File: src/rtl/tslne_pkg.sv
// ============================================================================
// tslne_pkg
// Shared constants for the text stream line-number and escape filter:
// character codes, numbering modes, configuration register indexes and item kinds.
// ============================================================================
`default_nettype none

package tslne_pkg;

    // Character codes used by the filter.
    localparam logic [7:0] CH_NL     = 8'h0A;
    localparam logic [7:0] CH_TAB    = 8'h09;
    localparam logic [7:0] CH_DOLLAR = 8'h24;
    localparam logic [7:0] CH_CARET  = 8'h5E;
    localparam logic [7:0] CH_I      = 8'h49;
    localparam logic [7:0] CH_QUEST  = 8'h3F;
    localparam logic [7:0] CH_M      = 8'h4D;
    localparam logic [7:0] CH_DASH   = 8'h2D;
    localparam logic [7:0] CH_SPACE  = 8'h20;
    localparam logic [7:0] CH_ZERO   = 8'h30;
    localparam logic [7:0] CH_DEL    = 8'h7F;
    localparam logic [6:0] LOW_DEL   = 7'h7F;
    localparam logic [7:0] CARET_OFS = 8'h40;

    // Numbering modes.
    localparam logic [1:0] NUM_ALL      = 2'd1;
    localparam logic [1:0] NUM_NONBLANK = 2'd2;

    // Configuration register indexes.
    localparam int unsigned CFG_IDX_W = 3;
    localparam int unsigned CFG_DAT_W = 2;
    localparam logic [CFG_IDX_W-1:0] REG_NUMBER_MODE      = 3'd0;
    localparam logic [CFG_IDX_W-1:0] REG_SQUEEZE_BLANK    = 3'd1;
    localparam logic [CFG_IDX_W-1:0] REG_SHOW_ENDS        = 3'd2;
    localparam logic [CFG_IDX_W-1:0] REG_SHOW_TABS        = 3'd3;
    localparam logic [CFG_IDX_W-1:0] REG_SHOW_NONPRINTING = 3'd4;

    // Input item kinds.
    localparam logic KIND_DATA = 1'b0;
    localparam logic KIND_EOF  = 1'b1;

endpackage

`default_nettype wire

File: src/rtl/text_stream_line_number_escape_top.sv
// The first result beat of an item passes the drain stage registers, then the output register.
// An item that yields N result beats holds the drain stage until all have drained, so plain
// bytes flow at one item per cycle while the output is not stalled; a numbered line start adds
// NUMBER_DIGITS + 1 prefix beats. Items that yield no result do not occupy the drain stage.
// Reset (synchronous, active low) clears all options, starts at a line start and sets the
// line count to one.
// ============================================================================
// text_stream_line_number_escape_top
// Byte stream filter: optional line numbers, blank-line squeezing, end marks
// and caret / meta escapes. Each accepted item is expanded into a short list
// of result bytes that drains one beat per cycle when not stalled, via an output register.
// ============================================================================
`default_nettype none

module text_stream_line_number_escape_top
    import tslne_pkg::*;
#(
    parameter int unsigned NUMBER_DIGITS = 6
) (
    input  wire logic                 i_clk,
    input  wire logic                 i_rst_n,
    // Configuration write port.
    input  wire logic                 i_cfg_we,
    input  wire logic [CFG_IDX_W-1:0] i_cfg_index,
    input  wire logic [CFG_DAT_W-1:0] i_cfg_data,
    // Input channel.
    input  wire logic                 i_in_valid,
    output logic                      o_in_ready,
    input  wire logic                 i_kind,
    input  wire logic [7:0]           i_data_byte,
    // Output channel.
    output logic                      o_out_valid,
    input  wire logic                 i_out_ready,
    output logic [7:0]                o_out_byte,
    output logic                      o_last
);

    localparam int unsigned CNT_W     = NUMBER_DIGITS * 4;
    localparam int unsigned PRE_LEN   = NUMBER_DIGITS + 1;
    localparam int unsigned POS_W     = $clog2(NUMBER_DIGITS + 6);
    localparam int unsigned PRE_IDX_W = (NUMBER_DIGITS > 1) ? $clog2(NUMBER_DIGITS) : 1;

    // Configuration registers.
    logic [1:0] r_number_mode;
    logic       r_squeeze_blank;
    logic       r_show_ends;
    logic       r_show_tabs;
    logic       r_show_nonprinting;

    // Per-stream state.
    logic             r_after_nl, n_after_nl;
    logic [1:0]       r_blank_run, n_blank_run;
    logic [CNT_W-1:0] r_count, n_count;

    // Drain stage: the result list of the item at work.
    logic             r_busy, n_busy;
    logic             r_num, n_num;
    logic [7:0]       r_pre [NUMBER_DIGITS];
    logic [7:0]       n_pre [NUMBER_DIGITS];
    logic [7:0]       r_chr [4];
    logic [7:0]       n_chr [4];
    logic [POS_W-1:0] r_pos;
    logic [POS_W-1:0] r_end, n_end;

    // Output register.
    logic       r_ovalid;
    logic [7:0] r_obyte;
    logic       r_olast;

    logic                 accept;
    logic                 advance;
    logic                 final_beat;
    logic [2:0]           n_nchr;
    logic [POS_W-1:0]     chr_pos;
    logic [PRE_IDX_W-1:0] pre_idx;
    logic [7:0]           cur_byte;
    logic                 seen;
    logic                 all_nine;
    logic                 carry;
    logic                 skip;
    logic [3:0]           dig;
    logic [6:0]           low7;

    // Handshake control.
    assign advance    = r_busy && (!r_ovalid || i_out_ready);
    assign final_beat = (r_pos == r_end);
    assign o_in_ready = !r_busy || (advance && final_beat);
    assign accept     = i_in_valid && o_in_ready;

    // Configuration writes.
    always_ff @(posedge i_clk) begin
        if (!i_rst_n) begin
            r_number_mode      <= '0;
            r_squeeze_blank    <= 1'b0;
            r_show_ends        <= 1'b0;
            r_show_tabs        <= 1'b0;
            r_show_nonprinting <= 1'b0;
        end else if (i_cfg_we) begin
            unique case (i_cfg_index)
                REG_NUMBER_MODE:      r_number_mode      <= i_cfg_data;
                REG_SQUEEZE_BLANK:    r_squeeze_blank    <= i_cfg_data[0];
                REG_SHOW_ENDS:        r_show_ends        <= i_cfg_data[0];
                REG_SHOW_TABS:        r_show_tabs        <= i_cfg_data[0];
                REG_SHOW_NONPRINTING: r_show_nonprinting <= i_cfg_data[0];
                default: ;
            endcase
        end
    end

    // Build the result list of an incoming item and the next stream state.
    always_comb begin
        n_after_nl  = r_after_nl;
        n_blank_run = r_blank_run;
        n_count     = r_count;
        n_num       = 1'b0;
        n_nchr      = 3'd0;
        skip        = 1'b0;
        seen        = 1'b0;
        all_nine    = 1'b1;
        carry       = 1'b1;
        dig         = '0;
        low7        = i_data_byte[6:0];
        for (int k = 0; k < 4; k++) begin
            n_chr[k] = i_data_byte;
        end

        // Prefix digits with leading zeros shown as spaces.
        for (int i = NUMBER_DIGITS - 1; i >= 0; i--) begin
            dig = r_count[i*4 +: 4];
            if (dig > 4'd9) begin
                dig = 4'd9;
            end
            if (dig != 4'd0 || i == 0) begin
                seen = 1'b1;
            end
            n_pre[i] = seen ? (CH_ZERO + {4'd0, dig}) : CH_SPACE;
        end

        // Saturating BCD increment.
        for (int i = 0; i < NUMBER_DIGITS; i++) begin
            if (r_count[i*4 +: 4] != 4'd9) begin
                all_nine = 1'b0;
            end
        end
        for (int i = 0; i < NUMBER_DIGITS; i++) begin
            if (carry) begin
                if (r_count[i*4 +: 4] >= 4'd9) begin
                    n_count[i*4 +: 4] = 4'd0;
                end else begin
                    n_count[i*4 +: 4] = r_count[i*4 +: 4] + 4'd1;
                    carry = 1'b0;
                end
            end
        end
        if (all_nine) begin
            n_count = r_count;
        end

        if (i_kind == KIND_EOF) begin
            // End of file closes an unterminated line.
            if (r_show_ends && !r_after_nl) begin
                n_chr[0] = CH_DOLLAR;
                n_nchr   = 3'd1;
            end
            n_count     = r_count;
            n_after_nl  = 1'b1;
            n_blank_run = 2'd0;
        end else begin
            // Blank-line squeezing.
            if (r_squeeze_blank && r_after_nl && i_data_byte == CH_NL) begin
                if (r_blank_run != 2'd3) begin
                    n_blank_run = r_blank_run + 2'd1;
                end
                skip = (n_blank_run > 2'd1);
            end else begin
                n_blank_run = 2'd0;
            end

            if (skip) begin
                n_count = r_count;
            end else begin
                n_num = r_after_nl && ((r_number_mode == NUM_ALL) ||
                        (r_number_mode == NUM_NONBLANK && i_data_byte != CH_NL));
                if (!n_num) begin
                    n_count = r_count;
                end

                // Character or its escape.
                if (i_data_byte == CH_NL) begin
                    if (r_show_ends) begin
                        n_chr[0] = CH_DOLLAR;
                        n_chr[1] = CH_NL;
                        n_nchr   = 3'd2;
                    end else begin
                        n_nchr   = 3'd1;
                    end
                end else if (i_data_byte == CH_TAB && r_show_tabs) begin
                    n_chr[0] = CH_CARET;
                    n_chr[1] = CH_I;
                    n_nchr   = 3'd2;
                end else if (i_data_byte == CH_DEL) begin
                    n_chr[0] = CH_CARET;
                    n_chr[1] = CH_QUEST;
                    n_nchr   = 3'd2;
                end else if (r_show_nonprinting && i_data_byte[7]) begin
                    n_chr[0] = CH_M;
                    n_chr[1] = CH_DASH;
                    if (low7 == LOW_DEL) begin
                        n_chr[2] = CH_CARET;
                        n_chr[3] = CH_QUEST;
                        n_nchr   = 3'd4;
                    end else if (low7 < 7'd32) begin
                        n_chr[2] = CH_CARET;
                        n_chr[3] = {1'b0, low7} + CARET_OFS;
                        n_nchr   = 3'd4;
                    end else begin
                        n_chr[2] = {1'b0, low7};
                        n_nchr   = 3'd3;
                    end
                end else if (r_show_nonprinting && i_data_byte < 8'd32
                             && i_data_byte != CH_TAB) begin
                    n_chr[0] = CH_CARET;
                    n_chr[1] = i_data_byte + CARET_OFS;
                    n_nchr   = 3'd2;
                end else begin
                    n_nchr   = 3'd1;
                end
                n_after_nl = (i_data_byte == CH_NL);
            end
        end

        n_busy = n_num || (n_nchr != 3'd0);
        n_end  = (n_num ? POS_W'(PRE_LEN) : POS_W'(0)) + POS_W'(n_nchr) - POS_W'(1);
    end

    // Pick the byte at the current position of the result list.
    always_comb begin
        chr_pos = r_num ? (r_pos - POS_W'(PRE_LEN)) : r_pos;
        pre_idx = PRE_IDX_W'(POS_W'(NUMBER_DIGITS - 1) - r_pos);
        if (r_num && r_pos < POS_W'(NUMBER_DIGITS)) begin
            cur_byte = r_pre[pre_idx];
        end else if (r_num && r_pos == POS_W'(NUMBER_DIGITS)) begin
            cur_byte = CH_TAB;
        end else begin
            cur_byte = r_chr[chr_pos[1:0]];
        end
    end

    // Stream state and drain stage.
    always_ff @(posedge i_clk) begin
        if (!i_rst_n) begin
            r_after_nl  <= 1'b1;
            r_blank_run <= 2'd0;
            r_count     <= CNT_W'(1);
            r_busy      <= 1'b0;
            r_pos       <= '0;
        end else if (accept) begin
            r_after_nl  <= n_after_nl;
            r_blank_run <= n_blank_run;
            r_count     <= n_count;
            r_busy      <= n_busy;
            r_pos       <= '0;
        end else if (advance) begin
            if (final_beat) begin
                r_busy <= 1'b0;
            end
            r_pos <= r_pos + POS_W'(1);
        end
    end

    // Result list payload.
    always_ff @(posedge i_clk) begin
        if (accept) begin
            r_num <= n_num;
            r_end <= n_end;
            r_pre <= n_pre;
            r_chr <= n_chr;
        end
    end

    // Output register.
    always_ff @(posedge i_clk) begin
        if (!i_rst_n) begin
            r_ovalid <= 1'b0;
        end else if (advance) begin
            r_ovalid <= 1'b1;
        end else if (i_out_ready) begin
            r_ovalid <= 1'b0;
        end
    end

    always_ff @(posedge i_clk) begin
        if (advance) begin
            r_obyte <= cur_byte;
            r_olast <= final_beat;
        end
    end

    assign o_out_valid = r_ovalid;
    assign o_out_byte  = r_obyte;
    assign o_last      = r_olast;

endmodule

`default_nettype wire
File: config.mk
export PLATFORM = sky130hd
export DESIGN_NAME = text_stream_line_number_escape_top
export DESIGN_NICKNAME = d
export VERILOG_FILES = /design/src/rtl/tslne_pkg.sv /design/src/rtl/text_stream_line_number_escape_top.sv
export SDC_FILE = /design/constraint.sdc
export NUM_CORES = 1
export LEC_CHECK = 0
export BUFFER_PORTS_ARGS = -buffer_cell sky130_fd_sc_hd__buf_2
export CELL_PAD_IN_SITES_DETAIL_PLACEMENT = 1
export CELL_PAD_IN_SITES_GLOBAL_PLACEMENT = 1
export CORE_UTILIZATION = 46
export CTS_BUF_LIST = sky130_fd_sc_hd__clkbuf_4
export DETAILED_ROUTE_END_ITERATION = 8
export PLACE_DENSITY = 0.76
export SYNTH_ARGS = -nofsm -noshare
export SYNTH_HDL_FRONTEND = slang
export SYNTH_SLANG_ARGS = --single-unit
File: constraint.sdc
create_clock -name i_clk -period 3.7 [get_ports i_clk]
set_clock_uncertainty 0.05 [all_clocks]
set_input_delay 0.74 -clock i_clk [delete_from_list [all_inputs] [get_ports i_clk]]
set_output_delay 0.74 -clock i_clk [all_outputs]
set_load 0.02 [all_outputs]
==> summary.txt, run 1 <==
Min path
  – Type of the worst min-delay path: in -> reg
  – Worst hold start: i_cfg_data[1]

Route
  – First-pass detailed-route iteration total: 5
  – Initial DRC Count: 404
  – Residual DRC: 0
  – Final wirelength: 15760 um
  – Routed len/inst: 19.95 um
  – Routed Antenna Nets: 0
  – Total number of vias: 4596
  – Drt via density: 5.818

Critical path
  – Worst Setup SP: i_data_byte[6]
  – CP Capture Type: register
  – Largest stage delay on the critical path: 0.40 ns
  – CP arrival: 3.22 ns
  – CP max FO: 8
  – Crit-path cells: buf_2, inv_1, ha_1, nor4b_4, and3_1, buf_4, a21oi_1, nand2_1, nor2_1, nor2_1, ha_1, inv_1, ha_1, inv_1, fa_1, xnor2_1
  – CP top delay family: adder cells
  – Reg2reg start: r_show_tabs$_SDFFE_PN0P_
  – Crit path launch type: input port
  – CP max-delay cell: fa_1
  – CP required: 3.95 ns
  – Kind of critical path: in -> reg
  – Crit path buffers/inverters: 5

Clocking
  – H-tree Lvls: 4
  – TritonCTS clock tree: yes
  – Worst skew pair latency: 0.53 ns
  – Setup bufs post-CTS: 0
  – Total CTS buffers: 17
  – CTS-repair resized insts: 0
  – Clk buf depth: 2
  – Clk sink count: 114
  – Clock Pin Slew Worst Setup and Hold Paths: 0.11 ns
  – Hold buffers post-CTS: 0
  – CTS root buf: clkbuf_4

Floorplan
  – Starting Density: 0.4757
  – Row Count: 41
  – Ports: 30
  – Chip height: 116.9 um
  – Core Box Area: 12770 sq um
  – DIE WIDTH: 116.9 um
  – Die Footprint: 13670 sq um

Logic synthesis
  – Syn nets: 617
  – Post-Synth Adder-Cell Area: 0.05890
  – Post-Synthesis Cells: 570
  – Fraction of synthesized area in multiplexers: 0.07434
  – Synth Area in Compound Gates: 0.1186
  – Synth Cell Area: 6076 sq um
  – Avg Inst Size Synth: 10.66 sq um
  – Register area share after synthesis: 0.4992
  – FFs w/ async S/R, synth: 0
  – Number of synthesized flops with an enable pin: 75
  – Yosys warns: 0
  – Cell variety after synth: 70
  – Post-synth top flop: edfxtp_1
  – Largest family of logic cells by synthesized area: simple AND/OR/NAND/NOR gates
  – XOR/XNOR Fraction of Synth Area: 0.01442
  – Seq cells post-synth: 114
  – Area share of and/or/nand/nor cells after synthesis: 0.1907

Finish
  – Area Overhead vs Synth: 11.39%
  – Filler cell count: 1397
  – NumNets Final: 652
  – Finished Cell Area: 6768 sq um
  – Share of post-route cells with drive strength above 1: 0.1861
  – # diodes: 0

Power
  – VDD IR-drop max: 0.1827 mV
  – Leak Pwr: 0.002625 uW
  – Final Total Pwr: 2712 uW
  – Pwr Density: 400.7 nW/um^2

STA
  – RSZ-0062 raised after global routing: no
  – WHS: 0.4002 ns
  – Final period util: 0.8022
  – Setup violators final: 0
  – Slew HR: 0.4359
  – Fin crit period: 2.968 ns
  – Final Max Slew Viols: 0
  – Sum Neg Setup Slack: 0 ns
  – Slew @ Worst Pin: 0.8462 ns
  – Fmax: 0.3369 GHz
  – Final Hold Fails: 0

Global routing
  – GR Overflow Total: 0
  – Pin count of the biggest net entering global routing: 71
  – First-pass GRT wire length: 25290 um
  – Initial antenna violation count: 0
  – Vias in the first global route: 4672
  – GRT Resource Usage Total: 0.2530

Place
  – Gpl congestion: 0.9016
  – I/O Buffers: 29
  – Placed Area: 6452 sq um
  – Post-DP HPWL: 11620 um

Run
  – Max-cap violations: 0

Run status
  – Outcome: finished clean
[cell families (layout without fill, tap and decap cells)]
kind of cell	Yosys count	count (layout)
AO/OA/AOI/OAI	109	109
multiplexers	29	29
adder cells (fa/ha/maj)	28	28
XOR/XNOR	10	10
buffers and inverters	66	114
AND/OR/NAND/NOR	214	214
flip-flops	114	114
[per-layer routing]
layer / vias up / wire, um / share of wire / global-route usage
met5: - / 0 / 0 / 0
met4: 0 / 278 / 0.018 / 0.08692
met3: 22 / 748 / 0.047 / 0.05149
met2: 128 / 7208 / 0.46 / 0.3917
met1: 2281 / 7528 / 0.48 / 0.3544
li1: 2165 / - / - / -
[synth_stat cells (3+ instances only)]
cell / count / area share
nand2_1: 51 / 0.032
nor4_1: 6 / 0.0062
o21bai_1: 5 / 0.0062
nor2b_1: 13 / 0.013
inv_1: 33 / 0.020
xnor2_1: 3 / 0.0043
nor3b_1: 4 / 0.0049
o211ai_1: 6 / 0.0074
nand2b_1: 6 / 0.0062
and3_1: 5 / 0.0051
nand3_1: 18 / 0.015
a21oi_1: 32 / 0.026
nor2_1: 50 / 0.031
o21ai_0: 22 / 0.018
a31oi_1: 3 / 0.0031
mux2i_1: 11 / 0.018
a21o_1: 3 / 0.0037
dfxtp_1: 39 / 0.13
nor3_1: 15 / 0.012
a41oi_1: 4 / 0.0058
o211a_1: 3 / 0.0049
mux2_2: 6 / 0.011
nand4b_1: 6 / 0.0086
or3_1: 3 / 0.0031
o22ai_1: 5 / 0.0051
o31ai_1: 4 / 0.0049
clkbuf_1: 26 / 0.016
edfxtp_1: 75 / 0.37
and2_1: 15 / 0.015
xor2_1: 7 / 0.010
nand4_1: 5 / 0.0051
mux4_2: 11 / 0.041
ha_1: 27 / 0.056
[metrics by stage]
| step | utilization | setup WS, ns | std cells |
|---|---|---|---|
| after global placement | 0.5051 | 0.2691 | 758 |
| final | 0.5298 | 0.7317 | 790 |
| after global routing | 0.5298 | 0.5429 | 790 |
| after detailed placement | 0.5051 | 0.1946 | 758 |
| after CTS | 0.5298 | 0.7817 | 790 |
| after floorplan | - | 0.08035 | 570 |
[where the power goes]
group / total [uW] / leakage [uW] / internal [uW] / switching (uW)
logic: 260 / 0.00142 / 100 / 159
registers: 1450 / 0.00105 / 1430 / 22.8
clock network: 1000 / 0.000164 / 485 / 516
total: 2710 / 0.00263 / 2010 / 698
[final timing paths]
kind / end / slack (ns) / cells past startpoint
setup reg to reg: r_end[3]$_DFFE_PP_ / 1.03 / 8
hold / removal: r_number_mode[1]$_SDFFE_PN0P_ / 0.40 / 3
setup / recovery: r_end[3]$_DFFE_PP_ / 0.73 / 16
hold reg to reg: o_out_valid$_SDFFE_PN0P_ / 0.45 / 2
[cells in the final DEF (no fill, tap or decap), types with 4 or more instances in the layout]
cell type	synthesis	layout
nand4_1	5	5
mux2i_1	11	11
and2_1	15	15
clkinv_4	0	5
o21bai_1	5	5
o31ai_1	4	4
buf_2	1	29
inv_1	33	32
mux4_2	11	11
nor2_1	50	50
and3_1	5	5
mux2_2	6	6
dfxtp_1	39	39
clkbuf_4	0	18
nand3_1	18	18
o211ai_1	6	6
nor3_1	15	15
nor3b_1	4	4
xor2_1	7	7
a21oi_1	32	32
nand2b_1	6	6
nor4_1	6	6
ha_1	27	27
o21ai_0	22	22
buf_4	0	18
nand4b_1	6	6
nand2_1	51	51
edfxtp_1	75	75
o22ai_1	5	5
nor2b_1	13	13
a41oi_1	4	4
[cell type report]
type | count | area (sq um) | share of cell area
Multi-Input combinational cell | 390 | 2776 | 0.4102
Timing Repair Buffer | 48 | 300.3 | 0.04437
Clock buffer | 18 | 135.1 | 0.01997
Clock inverter | 14 | 180.2 | 0.02662
Inverter | 34 | 127.6 | 0.01886
Tap cell | 172 | 215.2 | 0.03180
Sequential cell | 114 | 3033 | 0.4481
[flip-flops by register name (all words and copies together), names as in the netlist]
register,count
r_blank_run,2
r_show_ends,1
r_show_tabs,1
r_count,24
r_busy,1
r_chr,32
r_squeeze_blank,1
r_after_nl,1
r_show_nonprinting,1
r_num,1
r_pre,29
r_pos,4
o_last,1
r_number_mode,2
o_out_valid,1
o_out_byte,8
r_end,4
[worst register-to-register path: stages (launching register included)]
cell and delay, ns:
dfxtp_1 0.35, and3b_1 0.23, and3_1 0.22, nor3_1 0.19
o21ai_0 0.15, or3_1 0.35, ha_1 0.31, fa_1 0.46
xnor2_1 0.14
Power figures use the tool's default switching activity.
==> run 2: changes to the inputs <==
Clock period 3.7 ns to 2.56 ns, I/O delays scaled along.
==> run 2 against run 1 <==
Net effect:
- sequential share of layout area fell by 2.5 points
- die area did not move
- power rose by 36%
- first-iteration DRC count fell by 22%
- largest power group unchanged
- wire length rose by 6.1%
- clock-buffer cell count fell by 1
- utilization rose by 3.1 points
- register-to-register slack got worse by 1.0 ns
- hold slack got worse by 0.24 ns
- cell count rose by 6.3%
- via count rose by 7.0%
- clock power rose by 19%
==> summary.txt, run 2 (synthesized netlist as in run 1, its figures left out) <==
Power
  – Pwr Density: 515.6 nW/um^2
  – Clock share of power: 0.321
  – Internal: 2700 uW
  – Net switching power figure: 994.7 uW
  – Combinational power share: 0.111
  – Sw Share: 0.2692
  – Reg power frac: 0.568
  – Leak Pwr: 0.002836 uW
  – VDD IR-drop max: 0.2677 mV

Floorplan
  – Die Footprint: 13670 sq um
  – Chip height: 116.9 um
  – Core Box Area: 12770 sq um
  – Row Count: 41
  – Ports: 30
  – DIE WIDTH: 116.9 um
  – Starting Density: 0.4757

STA
  – Fmax: 0.3955 GHz
  – Final Max Slew Viols: 0
  – Slew HR: 0.5410
  – Setup violators final: 0
  – Final Hold Fails: 0
  – Slew @ Worst Pin: 0.6789 ns
  – Fin crit period: 2.528 ns
  – RSZ-0062 raised after global routing: yes
  – Final period util: 0.9876
  – WHS: 0.1629 ns

Clocking
  – TritonCTS clock tree: yes
  – Total CTS buffers: 17
  – CTS root buf: clkbuf_4
  – Worst skew pair latency: 0.54 ns
  – Clk sink count: 114
  – H-tree Lvls: 4
  – Clock Pin Slew Worst Setup and Hold Paths: 0.11 ns
  – Clk buf depth: 2

Place
  – Post-DP HPWL: 12890 um
  – Placed Area: 6893 sq um
  – Gpl congestion: 0.8990
  – I/O Buffers: 29

Critical path
  – Crit path launch type: register
  – CP Capture Type: register
  – CP max FO: 2
  – Kind of critical path: reg -> reg
  – CP arrival: 2.77 ns
  – Reg2reg setup slack: 0.03 ns
  – CP required: 2.80 ns

Global routing
  – Vias in the first global route: 5029
  – Pin count of the biggest net entering global routing: 63
  – First-pass GRT wire length: 26540 um
  – GR Overflow Total: 0
  – Initial antenna violation count: 0
  – GRT Resource Usage Total: 0.2670

Route
  – Total number of vias: 4919
  – Routed len/inst: 19.91 um
  – Routed Antenna Nets: 0
  – First-pass detailed-route iteration total: 5
  – Drt via density: 5.856
  – Initial DRC Count: 316
  – Final wirelength: 16730 um
  – Residual DRC: 0

Finish
  – Most frequent cells in the layout: edfxtp_1 (75), buf_4 (69), nand2_1 (51), nor2_1 (49), dfxtp_1 (38)
  – Most common cell after layout, fill and taps aside: edfxtp_1
  – Share of post-route cells with drive strength above 1: 0.2620
  – Largest registers: r_chr (32), r_pre (29), r_count (24)
  – Area Overhead vs Synth: 17.94%
  – NumNets Final: 702
  – Largest reg by FF count: r_chr
  – Finished Cell Area: 7166 sq um
  – Largest register FFs: 32
  – # diodes: 0

Min path
  – Type of the worst min-delay path: in -> reg

Run
  – Max-cap violations: 0

Run status
  – Outcome: finished clean
run 2: cell type report:
cell class	count	area (sq um)
Tap cell	172	215.2
Timing Repair Buffer	98	669.4
Clock inverter	15	120.1
Multi-Input combinational cell	390	2868
Inverter	34	131.4
Fill cell	1394	5608
Sequential cell	114	3034
Clock buffer	17	127.6
run 2: power by group through the flow:
stage          clock, uW  sequential, uW  combinational (uW)
2_1_floorplan          0            2140                 247
3_3_place_gp           0            2130                 393
3_5_place_dp           0            2140                 406
4_1_cts             1210            2100                 410
5_1_grt             1280            2110                 444
6_report            1190            2100                 409
run 2: what timing repair did:
action	in CTS	in global routing
pin swaps	0	2
setup endpoints to repair	4	12
resized for setup	3	3
setup buffers	0	1
hold buffers	0	0
run 2: stage by stage:
stage	setup WS, ns	power [uW]	setup TNS, ns	util	cells
after floorplan	-0.3527	2388	-1.111	-	570
after global placement	-0.3995	2527	-0.8668	0.5396	807
after detailed placement	-0.5201	2549	-1.360	0.5396	807
after CTS	0.009839	3716	0	0.5597	839
after global routing	-0.1018	3835	-0.2038	0.5610	840
final	0.03172	3695	0	0.5610	840
run 2: worst paths after layout:
path              cells past startpoint                            end                      from
setup / recovery                      8             r_end[3]$_DFFE_PP_  r_show_tabs$_SDFFE_PN0P_
hold / removal                        3  r_number_mode[1]$_SDFFE_PN0P_             i_cfg_data[1]
setup reg to reg                      8             r_end[3]$_DFFE_PP_  r_show_tabs$_SDFFE_PN0P_
hold reg to reg                       2       o_out_valid$_SDFFE_PN0P_       r_busy$_SDFFE_PN0P_
run 2: worst max-delay path, stage by stage (launching register included):
cell and delay, ns:
dfxtp_2 0.35, and3b_1 0.18, and3_1 0.20, nor3_2 0.15
o21ai_1 0.11, or3_1 0.35, ha_1 0.31, fa_1 0.44
xnor2_1 0.13
run 2: metal layers:
layer | up-vias | GRT usage | part of all wire | wire [um]
met1 | 2487 | 0.3624 | 0.45 | 7520
met5 | - | 0 | 0 | 0
li1 | 2263 | - | - | -
met4 | 0 | 0.08861 | 0.013 | 216
met2 | 151 | 0.4304 | 0.48 | 8043
met3 | 18 | 0.05201 | 0.057 | 946
==> run 3: changes to the inputs <==
Settings changed: CORE_UTILIZATION 46 to 45, PLACE_DENSITY 0.76 to 0.75.
==> run 3 against run 2 <==
Net effect:
- the run now ends with negative setup slack left
- critical path type is now in -> reg
- die area rose by 2.2%
- critical path depth grew 4
- clock-buffer cell count increased by 1
- highest routed layer unchanged
- sequential power is essentially flat
- cell area up 1.7%
- via count shrank 1.8%
- critical endpoint is now r_end[2]$_DFFE_PP_
- utilization shrank 0.87 points
- largest cell class unchanged
==> summary.txt, run 3 (synthesized netlist as in run 1, its figures left out) <==
STA
  – Final Max Slew Viols: 0
  – Sum Neg Setup Slack: -0.09100 ns
  – Fin worst setup slack: -0.04655 ns
  – Setup violators final: 2
  – Slew @ Worst Pin: 0.6412 ns
  – RSZ-0062 raised after global routing: yes
  – Slew HR: 0.5696
  – Final Hold Fails: 0
  – WHS: 0.1659 ns
  – Fin crit period: 2.607 ns
  – Final period util: 1.018
  – Fmax: 0.3836 GHz

Critical path
  – Kind of critical path: in -> reg
  – CP max FO: 4
  – CP required: 2.79 ns
  – Crit path launch type: input port
  – CP arrival: 2.84 ns
  – CP Capture Type: register

Global routing
  – Pin count of the biggest net entering global routing: 51
  – GR Overflow Total: 0
  – Initial antenna violation count: 1
  – GRT Resource Usage Total: 0.2544
  – Vias in the first global route: 5078
  – First-pass GRT wire length: 27160 um

Finish
  – Area of the multi-input gates: 2888 sq um
  – Most frequent cells in the layout: edfxtp_1 (75), buf_4 (70), nand2_1 (51), nor2_1 (49), dfxtp_1 (38)
  – NumNets Final: 704
  – Area Overhead vs Synth: 19.89%
  – Finished Cell Area: 7284 sq um
  – Largest registers: r_chr (32), r_pre (29), r_count (24)
  – Share of post-route cells with drive strength above 1: 0.2691
  – Seq. cell area: 3034 sq um
  – Most common cell after layout, fill and taps aside: edfxtp_1
  – Final core utilization: 0.5523
  – Largest register FFs: 32
  – Largest reg by FF count: r_chr
  – Filler cell count: 1427

Route
  – Total number of vias: 4828
  – Routed len/inst: 19.91 um
  – Routed Antenna Nets: 0
  – Final wirelength: 16850 um
  – Drt via density: 5.707
  – Initial DRC Count: 322
  – Residual DRC: 0
  – First-pass detailed-route iteration total: 5

Place
  – Placed Area: 6900 sq um
  – I/O Buffers: 29
  – Post-DP HPWL: 12660 um
  – Gpl congestion: 0.8762

Run
  – Max-cap violations: 0

Run status
  – Outcome: finished, violations left
  – Failing checks: negative setup slack

Clocking
  – TritonCTS clock tree: yes
  – H-tree Lvls: 4
  – Clock Pin Slew Worst Setup and Hold Paths: 0.11 ns
  – Clk sink count: 114
  – CTS root buf: clkbuf_4
  – Clk buf depth: 2
  – Worst skew pair latency: 0.52 ns
  – Total CTS buffers: 17

Power
  – VDD IR-drop max: 0.2616 mV
  – Pwr Density: 546.2 nW/um^2
  – Leak Pwr: 0.002902 uW

Min path
  – Type of the worst min-delay path: in -> reg

Floorplan
  – Starting Density: 0.4606
  – Row Count: 42
  – Chip height: 118.2 um
  – Die Footprint: 13970 sq um
  – Ports: 30
  – DIE WIDTH: 118.2 um
  – Core Box Area: 13190 sq um
[run 3: changes by cell type in the layout (fill, tap and decap cells not counted), moves of 2 or more]
cell and delta:
clkinv_2 +2, clkinv_4 -3, bufinv_16 +3, clkinvlp_4 -3, buf_12 +2
[run 3: metrics by stage]
step,total power (uW),setup slack (ns),cells
detailed placement,2563,-0.5495,808
CTS,4009,0.01048,840
global placement,2536,-0.4356,808
floorplan,2388,-0.3527,570
finish,3979,-0.04655,846
global route,4131,-0.1123,846
[run 3: cell type report]
cell class,instances,area share
Clock buffer,18,0.01855
Multi-Input combinational cell,390,0.3964
Inverter,34,0.01804
Clock inverter,13,0.02302
Antenna cell,1,0.0003435
Sequential cell,114,0.4165
Timing Repair Buffer,100,0.09687
Tap cell,176,0.03023
[run 3: layer usage]
layer | up-vias | track usage | routed length (um)
li1 | 2264 | - | -
met1 | 2431 | 0.3480 | 7808
met2 | 106 | 0.4033 | 8080
met3 | 27 | 0.04681 | 657
met4 | 0 | 0.09375 | 301
met5 | - | 0 | 0
[run 3: power breakdown]
| part | leakage (uW) | switching (uW) | internal [uW] |
|---|---|---|---|
| sequential | 0.00105 | 32.7 | 2060 |
| combinational | 0.00169 | 247 | 181 |
| clock | 0.000162 | 690 | 765 |
| total | 0.00290 | 969 | 3010 |
[run 3: path summary, 6_finish.rpt]
path                                                      end  slack (ns)  cells past startpoint                     start
worst min-delay path            r_number_mode[1]$_SDFFE_PN0P_        0.17                      3             i_cfg_data[1]
worst max-delay path                       r_end[2]$_DFFE_PP_       -0.05                     12            i_data_byte[6]
worst min register to register       o_out_valid$_SDFFE_PN0P_        0.44                      2       r_busy$_SDFFE_PN0P_
worst max register to register             r_end[2]$_DFFE_PP_        0.01                      8  r_show_tabs$_SDFFE_PN0P_
[run 3: critical path, stage by stage]
cell	delay [ns]
buf_2	0.09
inv_1	0.05
ha_2	0.19
nor4b_4	0.13
buf_4	0.15
and3_1	0.18
nor3_2	0.16
o21ai_1	0.11
or3_1	0.36
ha_1	0.31
fa_1	0.55
inv_1	0.04
[run 3: repair_timing]
item | 4_1_cts | 5_1_grt
cloned | 0 | 0
endpoints found under the setup margin | 10 | 14
pin swaps | 1 | 6
hold buffers | 0 | 0
endpoints found under the hold margin | 0 | 0
gates resized for setup | 3 | 6
setup buffers | 1 | 5
